`src/hdl/fraction_table_soft_pwm_unit_assert.svh`:
```
// Assertion macros shared by the soft PWM RTL.
// No dependencies; include by bare file name.
`ifndef FRACTION_TABLE_SOFT_PWM_UNIT_ASSERT_SVH
`define FRACTION_TABLE_SOFT_PWM_UNIT_ASSERT_SVH

// Property must hold on every edge outside reset.
`define FTSPWM_ASSERT_HOLD(lbl, clk, rst, cond) \
   lbl: assert property (@(posedge clk) disable iff (rst) (cond)) \
      else $error("soft pwm: invariant violated");

// Antecedent at one edge implies the consequent at the next edge.
`define FTSPWM_ASSERT_NEXT(lbl, clk, rst, ante, cons) \
   lbl: assert property (@(posedge clk) disable iff (rst) (ante) |=> (cons)) \
      else $error("soft pwm: sequence violated");

`endif

```
`src/hdl/ftspwm_pkg.sv`:
```
// Package for the soft PWM unit: types, fraction tables and defaults.
// No dependencies.
package ftspwm_pkg;

   localparam int CHANNELS_DEFAULT    = 8;
   localparam int LEVEL_SHIFT_DEFAULT = 3;
   localparam int PIN_BITS            = 8;
   localparam int CHAN_W              = 3;
   localparam int BRIGHT_W            = 8;
   localparam int LEVEL_W             = 5;
   localparam int ACC_W               = 6;

   localparam logic [LEVEL_W-1:0] LEVEL_OFF = 5'd0;
   localparam logic [LEVEL_W-1:0] LEVEL_MAX = 5'd31;

   typedef enum logic {
      CMD_TICK = 1'b0,
      CMD_SET  = 1'b1
   } cmd_type;

   // Per-channel control from the top level.
   typedef struct packed {
      logic                tick;
      logic                set;
      logic [LEVEL_W-1:0]  level;
   } chan_ctrl_type;

   // Reduced fraction level/32: numerator and denominator; the top level is 1/1 (always on).
   localparam logic [LEVEL_W-1:0] FRAC_NUM [32] = '{
      5'h00, 5'h01, 5'h01, 5'h03, 5'h01, 5'h05, 5'h03, 5'h07,
      5'h01, 5'h09, 5'h05, 5'h0b, 5'h03, 5'h0d, 5'h07, 5'h0f,
      5'h01, 5'h11, 5'h09, 5'h13, 5'h05, 5'h15, 5'h0b, 5'h17,
      5'h03, 5'h19, 5'h0d, 5'h1b, 5'h07, 5'h1d, 5'h0f, 5'h01
   };

   localparam logic [ACC_W-1:0] FRAC_DEN [32] = '{
      6'h20, 6'h20, 6'h10, 6'h20, 6'h08, 6'h20, 6'h10, 6'h20,
      6'h04, 6'h20, 6'h10, 6'h20, 6'h08, 6'h20, 6'h10, 6'h20,
      6'h02, 6'h20, 6'h10, 6'h20, 6'h08, 6'h20, 6'h10, 6'h20,
      6'h04, 6'h20, 6'h10, 6'h20, 6'h08, 6'h20, 6'h10, 6'h01
   };

endpackage

```
`src/hdl/ftspwm_chan.sv`:
```
// One PWM channel: level, Bresenham accumulator and pin.
// Depends on ftspwm_pkg.
module ftspwm_chan (
   input  logic                      clock,
   input  logic                      reset,
   input  ftspwm_pkg::chan_ctrl_type ctrl,
   output logic                      pin_next
);

   logic [ftspwm_pkg::LEVEL_W-1:0] level_ff, level_in;
   logic [ftspwm_pkg::ACC_W-1:0]   accum_ff, accum_in;
   logic                           pin_ff, pin_in;

   logic [ftspwm_pkg::LEVEL_W-1:0] num;
   logic [ftspwm_pkg::ACC_W-1:0]   den;
   logic [ftspwm_pkg::ACC_W-1:0]   num_ext;

   assign num     = ftspwm_pkg::FRAC_NUM[level_ff];
   assign den     = ftspwm_pkg::FRAC_DEN[level_ff];
   assign num_ext = {1'b0, num};

   always_comb begin
      level_in = level_ff;
      accum_in = accum_ff;
      pin_in   = pin_ff;
      if (ctrl.tick) begin
         // below the numerator: add the denominator and drive high
         if (accum_ff < num_ext) begin
            accum_in = accum_ff + den - num_ext;
            pin_in   = 1'b1;
         end else begin
            accum_in = accum_ff - num_ext;
            pin_in   = 1'b0;
         end
      end else if (ctrl.set) begin
         if (ctrl.level == ftspwm_pkg::LEVEL_OFF) begin
            level_in = ftspwm_pkg::LEVEL_OFF;
            pin_in   = 1'b0;
         end else if (ctrl.level != level_ff) begin
            level_in = ctrl.level;
            accum_in = '0;
            if (ctrl.level == ftspwm_pkg::LEVEL_MAX) begin
               pin_in = 1'b1;
            end
         end
      end
   end

   always_ff @(posedge clock) begin
      if (reset) begin
         level_ff <= '0;
         accum_ff <= '0;
         pin_ff   <= 1'b0;
      end else begin
         level_ff <= level_in;
         accum_ff <= accum_in;
         pin_ff   <= pin_in;
      end
   end

   assign pin_next = pin_in;

endmodule

```
`src/hdl/fraction_table_soft_pwm_unit.sv`:
```
// Top level of the multi-channel soft PWM unit.
// Depends on ftspwm_pkg, ftspwm_chan and fraction_table_soft_pwm_unit_assert.svh.
//
// Usage:
//   The request channel (req_*) carries one command per transfer: a tick that
//   advances every channel's accumulator, or a set that loads a brightness
//   byte into one channel. Brightness is shifted down by LEVEL_SHIFT and
//   saturated to a five-bit level; level zero forces the pin low, level 31
//   forces it high, and a new nonzero level restarts the accumulator.
//   Every request yields exactly one response transfer (rsp_*) with the pin
//   state of channels 0..7 after that command; channels at or above
//   CHANNELS read as zero, and a set to such a channel changes nothing.
//   A request passes the input register and then the result register
//   before response valid rises. Throughput: one transfer per cycle while
//   the receiver keeps taking responses, since the per-channel add and
//   compare are combinational.
//   When the receiver stalls, the result register holds and the input
//   register still takes one more request; req_ready then drops until the
//   response is taken.
//   Reset clears all levels, accumulators and pins (all lamps off) and empties
//   both registers.
`include "fraction_table_soft_pwm_unit_assert.svh"

module fraction_table_soft_pwm_unit #(
   parameter int CHANNELS    = ftspwm_pkg::CHANNELS_DEFAULT,
   parameter int LEVEL_SHIFT = ftspwm_pkg::LEVEL_SHIFT_DEFAULT
) (
   input  logic                              clock,
   input  logic                              reset,
   input  logic                              req_valid,
   output logic                              req_ready,
   input  logic                              req_cmd,
   input  logic [ftspwm_pkg::CHAN_W-1:0]     req_channel,
   input  logic [ftspwm_pkg::BRIGHT_W-1:0]   req_brightness,
   output logic                              rsp_valid,
   input  logic                              rsp_ready,
   output logic [ftspwm_pkg::PIN_BITS-1:0]   rsp_pin_states
);

   // input register
   logic                              in_valid_ff, in_valid_in;
   ftspwm_pkg::cmd_type               in_cmd_ff;
   logic [ftspwm_pkg::CHAN_W-1:0]     in_chan_ff;
   logic [ftspwm_pkg::BRIGHT_W-1:0]   in_bright_ff;

   // result register
   logic                              out_valid_ff, out_valid_in;
   logic [ftspwm_pkg::PIN_BITS-1:0]   out_pins_ff, out_pins_in;

   logic                              exec;
   logic                              req_xfer;
   logic [ftspwm_pkg::BRIGHT_W-1:0]   shifted;
   logic [ftspwm_pkg::LEVEL_W-1:0]    level;
   logic                              chan_ok;
   logic [CHANNELS-1:0]               pins_next;

   // execute when an item waits and the result register is free or draining
   assign exec      = in_valid_ff && (!out_valid_ff || rsp_ready);
   assign req_ready = !in_valid_ff || exec;
   assign req_xfer  = req_valid && req_ready;

   assign in_valid_in  = req_xfer || (in_valid_ff && !exec);
   assign out_valid_in = exec || (out_valid_ff && !rsp_ready);

   // level = brightness >> shift, saturated to the top level
   assign shifted = in_bright_ff >> LEVEL_SHIFT;
   assign level   = (shifted > {3'b000, ftspwm_pkg::LEVEL_MAX}) ?
                    ftspwm_pkg::LEVEL_MAX : shifted[ftspwm_pkg::LEVEL_W-1:0];
   assign chan_ok = (32'(in_chan_ff) < CHANNELS);

   for (genvar i = 0; i < CHANNELS; i++) begin : g_chan
      ftspwm_pkg::chan_ctrl_type ctrl;

      assign ctrl.tick  = exec && (in_cmd_ff == ftspwm_pkg::CMD_TICK);
      assign ctrl.set   = exec && (in_cmd_ff == ftspwm_pkg::CMD_SET)
                          && (32'(in_chan_ff) == i);
      assign ctrl.level = level;

      ftspwm_chan u_chan (
         .clock    (clock),
         .reset    (reset),
         .ctrl     (ctrl),
         .pin_next (pins_next[i])
      );
   end

   // Pins settle in the same edge as the result register, so build the
   // result from the next pin values of each channel.
   for (genvar b = 0; b < ftspwm_pkg::PIN_BITS; b++) begin : g_pin
      if (b < CHANNELS) begin : g_used
         assign out_pins_in[b] = pins_next[b];
      end else begin : g_unused
         assign out_pins_in[b] = 1'b0;
      end
   end

   always_ff @(posedge clock) begin
      if (reset) begin
         in_valid_ff  <= 1'b0;
         out_valid_ff <= 1'b0;
      end else begin
         in_valid_ff  <= in_valid_in;
         out_valid_ff <= out_valid_in;
      end
   end

   // capture payload on each request transfer
   always_ff @(posedge clock) begin
      if (req_xfer) begin
         in_cmd_ff    <= ftspwm_pkg::cmd_type'(req_cmd);
         in_chan_ff   <= req_channel;
         in_bright_ff <= req_brightness;
      end
   end

   // load the result as the item executes; hold it while the receiver stalls
   always_ff @(posedge clock) begin
      if (exec) begin
         out_pins_ff <= out_pins_in;
      end
   end

   assign rsp_valid      = out_valid_ff;
   assign rsp_pin_states = out_pins_ff;

   `FTSPWM_ASSERT_HOLD(a_ready_only_stalled, clock, reset,
      req_ready || (in_valid_ff && out_valid_ff && !rsp_ready))
   `FTSPWM_ASSERT_NEXT(a_exec_loads_result, clock, reset,
      exec, out_valid_ff)
   `FTSPWM_ASSERT_NEXT(a_full_level_pin_high, clock, reset,
      exec && in_cmd_ff == ftspwm_pkg::CMD_SET && chan_ok
         && level == ftspwm_pkg::LEVEL_MAX && 32'(in_chan_ff) < ftspwm_pkg::PIN_BITS,
      rsp_pin_states[$past(in_chan_ff)])
   `FTSPWM_ASSERT_NEXT(a_off_level_pin_low, clock, reset,
      exec && in_cmd_ff == ftspwm_pkg::CMD_SET && chan_ok
         && level == ftspwm_pkg::LEVEL_OFF,
      !rsp_pin_states[$past(in_chan_ff)])

endmodule

```
`config.mk`:
```
export PLATFORM = sky130hd
export DESIGN_NAME = fraction_table_soft_pwm_unit
export DESIGN_NICKNAME = d
export VERILOG_FILES = /design/src/hdl/ftspwm_pkg.sv /design/src/hdl/ftspwm_chan.sv /design/src/hdl/fraction_table_soft_pwm_unit.sv
export VERILOG_INCLUDE_DIRS = /design/src /design/src/hdl
export SDC_FILE = /design/constraint.sdc
export NUM_CORES = 1
export LEC_CHECK = 0
export BUFFER_PORTS_ARGS = -buffer_cell sky130_fd_sc_hd__buf_4
export CAP_MARGIN = 30
export CELL_PAD_IN_SITES_DETAIL_PLACEMENT = 0
export CELL_PAD_IN_SITES_GLOBAL_PLACEMENT = 1
export CORE_MARGIN = 2
export CORE_UTILIZATION = 49
export DETAILED_ROUTE_END_ITERATION = 7
export GPL_TIMING_DRIVEN = 0
export PLACE_DENSITY = 0.78
export SLEW_MARGIN = 20
export SYNTH_ARGS = -nofsm -noshare
export SYNTH_HDL_FRONTEND = slang
export SYNTH_SLANG_ARGS = --single-unit
```
`constraint.sdc`:
```
create_clock -name clock -period 4.75 [get_ports clock]
set_input_delay 0.2375 -clock clock [delete_from_list [all_inputs] [get_ports clock]]
set_output_delay 0.2375 -clock clock [all_outputs]
set_load 0.005 [all_outputs]
```
==> results.md <==
Run status:
- The run finished with clean final reports.

Timing:
- The upper clock frequency limit is 0.230 GHz.
- The final cycle utilization of the critical path is 91.7%.
- The number of setup violations in the final report is 0.
- On the final layout, the worst hold slack is 0.0107 ns.
- The setup TNS is 0 ns.
- The number of hold violations in the final report is 0.
- Setup repair after global routing left no endpoint under its margin.
- For the finished layout, the period the worst path requires is 4.36 ns.
- The final setup slack of the worst path is 0.394 ns.
- The largest clock skew in the final design is 0.0117 ns.
- The remaining max-slew budget at the tightest pin is 37.2%.
- The final number of max-transition violations is 0.
- For the pin with the worst max-slew slack, the measured transition is 0.936 ns.

Synthesis:
- The fraction of the mapped netlist area in adder cells is 19.0%.
- The sequential-to-total area share from yosys stat is 20.1%.
- dfxtp_1 takes more of the synthesized area than any other cell.
- Summing the areas of all and, or, nand and nor instances in the mapped netlist gives 18.2% of the synthesized area.
- The area share of the leading cell type in the synthesized netlist is 16.0%.
- The number of storage elements in the synthesis netlist is 115.
- The distinct cell type count after synthesis is 85.
- The dominant register cell in the synthesized netlist is dfxtp_1.
- The per-instance average area after synthesis is 7.91 um2.
- After Yosys synthesis, XOR and XNOR cells account for 7.99% of the synthesized area.
- After synthesis, the largest family of logic cells by area is compound AO/OA/AOI/OAI gates.
- The number of flops mapped to enable cells by yosys is 17.
- Synthesis produced a netlist with a net count of 1735.
- The synthesized instance count is 1551.
- Of the post-synthesis cell area, the part taken by muxes is 6.07%.
- Yosys attributes the largest share of cell area to dfxtp_1, ha_1, fa_1.
- The area fraction in compound gates after synthesis is 20.9%.
- The count of warnings emitted by yosys is 0.
- The area of the mapped netlist is 12300 um2.
- The share of async-settable or async-resettable flops after synthesis is 0%.

Worst setup path:
- The cell with the largest stage delay on the worst path is clkbuf_1.
- Along the worst path, the maximum fanout reaches 10.
- The largest single stage delay on the critical path is 0.39 ns.
- Data on the critical path is required at its endpoint by 5.12 ns.
- The critical path launch point type is a flip-flop.
- STA classifies the critical path endpoint as a flip-flop.
- Measured in cells, the most critical reg-to-reg path has a length of 17.
- Traced cell by cell, the critical path runs through clkbuf_1 -> inv_1 -> ha_1 -> and2_1 -> o311ai_2 -> o21ai_1 -> mux2_2 -> ha_1 -> ha_1 -> a21oi_1 -> nor2_1 -> a211o_1 -> a21oi_1 -> xnor2_1 -> a21oi_1 -> o31ai_1 -> a31o_1.
- For the worst setup path, the data arrival time is 4.73 ns.
- The category of the critical setup timing path is flip-flop to flip-flop.

Placed design:
- Port buffering added 21 buffers.
- The detailed placement HPWL is 25900 um.
- Once placement finished, the instance area stood at 12900 um2.
- Prior to clock tree synthesis, the placed netlist has a worst setup slack of 0.295 ns.
- The number of cells in the design after placement is 1899.
- At the end of routability-driven placement, the weighted congestion stood at 0.850.

Routing:
- The detailed-routing iteration count for the pre-antenna-repair pass is 5.
- In this run the remaining antenna-violating nets after routing total 0.
- After detailed routing, the average wire length per cell comes to 17.6 um.
- For this run, design rule violations remaining after detail routing come to 0.
- The final wirelength is 34200 um.
- The number of DRC markers in iteration 0 is 649.
- The number of vias in the routed layout is 10900.
- Using the TritonRoute via totals, the vias-per-cell ratio works out to 5.60.

Min path:
- Along the worst hold path, the cell count comes to 1.
- The tightest min-delay check is of the input pin to flip-flop type.

Die:
- The placeable core region is 24500 um2.
- Measured along the y axis, the die boundary spans 162 um.
- Measured along the x axis, the die boundary spans 162 um.
- The floorplan step defined a die boundary enclosing 26300 um2.
- The placement row count is 57.
- Pin placement for this block handled 26 I/O pins.
- For this configuration, the core starts out at a cell density of 50.2%.

Clocking:
- For this design, the sink count on the clock tree is 115.
- In this run the deepest clock path goes through 2 buffers.
- For the worst-skew pair, the clock arrives at the later sink with an insertion delay of 0.43 ns.
- TritonCTS built the clock tree.
- The clock tree root driver cell is clkbuf_16.
- CTS built an H-tree with a depth of 4.
- The CTS clock-pin slew for the worst setup and hold paths is 0.06 ns.
- In this run, CTS created clock tree buffers numbering 17.

Pwr:
- The maximum VDD drop is 0.216 mV.
- Summed over all cells, the static leakage comes to 5.55 nW.
- Dividing total power by cell area gives a power density of 204 nW/um2.
- The overall power is 2.76 mW.

Layout:
- The number of inserted diodes is 0.
- The finished cells cover 13500 um2.
- Compared with the post-synthesis result, the final layout area differs by 10.3%.
- The final instance count without filler cells is 1938.
- Of the cells placed in the final design, the portion with a size suffix greater than 1 is 7.06%.
- The utilization after layout is 55.3%.
- The number of nets in the finished design is 1785.

Global route:
- The number of antenna violations at the first check in global routing came to 0.
- The pin count of the biggest net entering global routing is 17.
- The first global-routing pass estimated 55900 um of wire.
- After global routing the overflow that remains totals 0.
- The total global-route track usage is 26.9%.
- The number of global-route vias before repair is 10400.

Flow run:
- Max-cap violations in this run came to 0.
-- path summary, 6_finish.rpt --
path	start	endpoint	slack, ns
max	g_chan[2].u_chan.level_ff[0]	g_chan[2].u_chan.accum_ff[5]	0.39
max reg2reg	g_chan[2].u_chan.level_ff[0]	g_chan[2].u_chan.accum_ff[5]	0.39
min	req_channel[2]	in_chan_ff[2]	0.01
min reg2reg	g_chan[4].u_chan.accum_ff[0]	g_chan[4].u_chan.accum_ff[0]	0.44
-- area by class of cell --
type,count,area [um2]
inverters,137,514
multi-input cells,1196,8870
plain buffers,103,425
repair buffers,31,256
fillers,2369,10900
clock inverters,12,139
flip-flops and latches,115,2470
well taps,324,405
clock buffers,20,447
-- registers in the layout, indices dropped and copies added, names as in the netlist --
| name | count |
|---|---|
| in_cmd_ff | 1 |
| in_valid_ff | 1 |
| g_chan.u_chan.pin_ff | 8 |
| rsp_pin_states | 8 |
| in_chan_ff | 3 |
| g_chan.u_chan.level_ff | 40 |
| rsp_valid | 1 |
| in_bright_ff | 5 |
| g_chan.u_chan.accum_ff | 48 |
-- synthesized netlist by cell type (5+ instances only) --
master,count
a211o_1,6
o311ai_1,7
dfxtp_1,98
o311a_1,6
a21o_1,26
buf_1,13
edfxtp_1,17
a31oi_1,11
buf_2,21
nor3_1,32
nand2b_1,22
nor2_1,147
and2_1,9
a211oi_1,11
nand3b_1,21
nand3_1,31
o21ai_1,41
o211ai_1,18
xor2_1,49
mux2i_1,62
nor3b_1,5
nand2_1,135
inv_1,136
a41o_1,5
or3_1,6
o22ai_1,15
clkbuf_1,67
nand4_1,8
nor2b_1,23
a2111oi_2,5
o21bai_1,8
o31ai_1,16
xnor2_1,63
fa_1,31
ha_1,137
mux2_2,10
o21ai_0,32
o21a_1,5
a22o_1,8
a21oi_1,103
a32oi_1,8
-- kinds of logic (layout without fill, tap and decap cells) --
family	after synthesis	in the layout
buffers and inverters	240	303
multiplexers	73	73
XOR/XNOR	112	112
AO/OA/AOI/OAI	373	373
AND/OR/NAND/NOR	470	470
flip-flops	115	115
adder cells (fa/ha/maj)	168	168
-- report_power, final --
part | internal (mW) | switching, mW
registers | 1.00 | 0.0125
logic | 0.165 | 0.256
clock network | 0.830 | 0.496
total | 2.00 | 0.765
-- worst max-delay path: cells and delay by family, from the launching register on --
family	cells	cell delay [ns]
simple gates	2	0.25
flops	1	0.37
xor+xnor	1	0.16
compound gates	8	1.74
buf+inv	2	0.57
mux	1	0.29
fa+ha+maj	3	0.93
-- metal layers --
metal | share of wire [%] | GRT usage [%] | vias up | wire length (um)
met5 | 0 | 0 | - | 0
met4 | 1.5 | 6.60 | 0 | 518
met3 | 4.0 | 3.24 | 31 | 1370
met2 | 46 | 43.8 | 202 | 15700
met1 | 48 | 37.9 | 5121 | 16500
li1 | - | - | 5504 | -
-- cell usage in the layout, fill, tap and decap left out, types with 26 or more instances in the layout --
cell type / Yosys / layout
o21ai_0: 32 / 32
fa_1: 31 / 31
o21ai_1: 41 / 41
a21o_1: 26 / 26
dfxtp_1: 98 / 98
a21oi_1: 103 / 103
nor3_1: 32 / 32
mux2i_1: 62 / 62
nor2_1: 147 / 146
nand2_1: 135 / 135
nand3_1: 31 / 31
xor2_1: 49 / 49
xnor2_1: 63 / 63
inv_1: 136 / 136
clkbuf_1: 67 / 68
ha_1: 137 / 137
-- timing repair --
action	in CTS	in global routing
setup buffers	0	0
gates resized for setup	0	1
hold buffers	4	0
setup endpoints to repair	0	1
hold endpoints to repair	4	0
No activity file was read; power rests on OpenSTA's default activity.
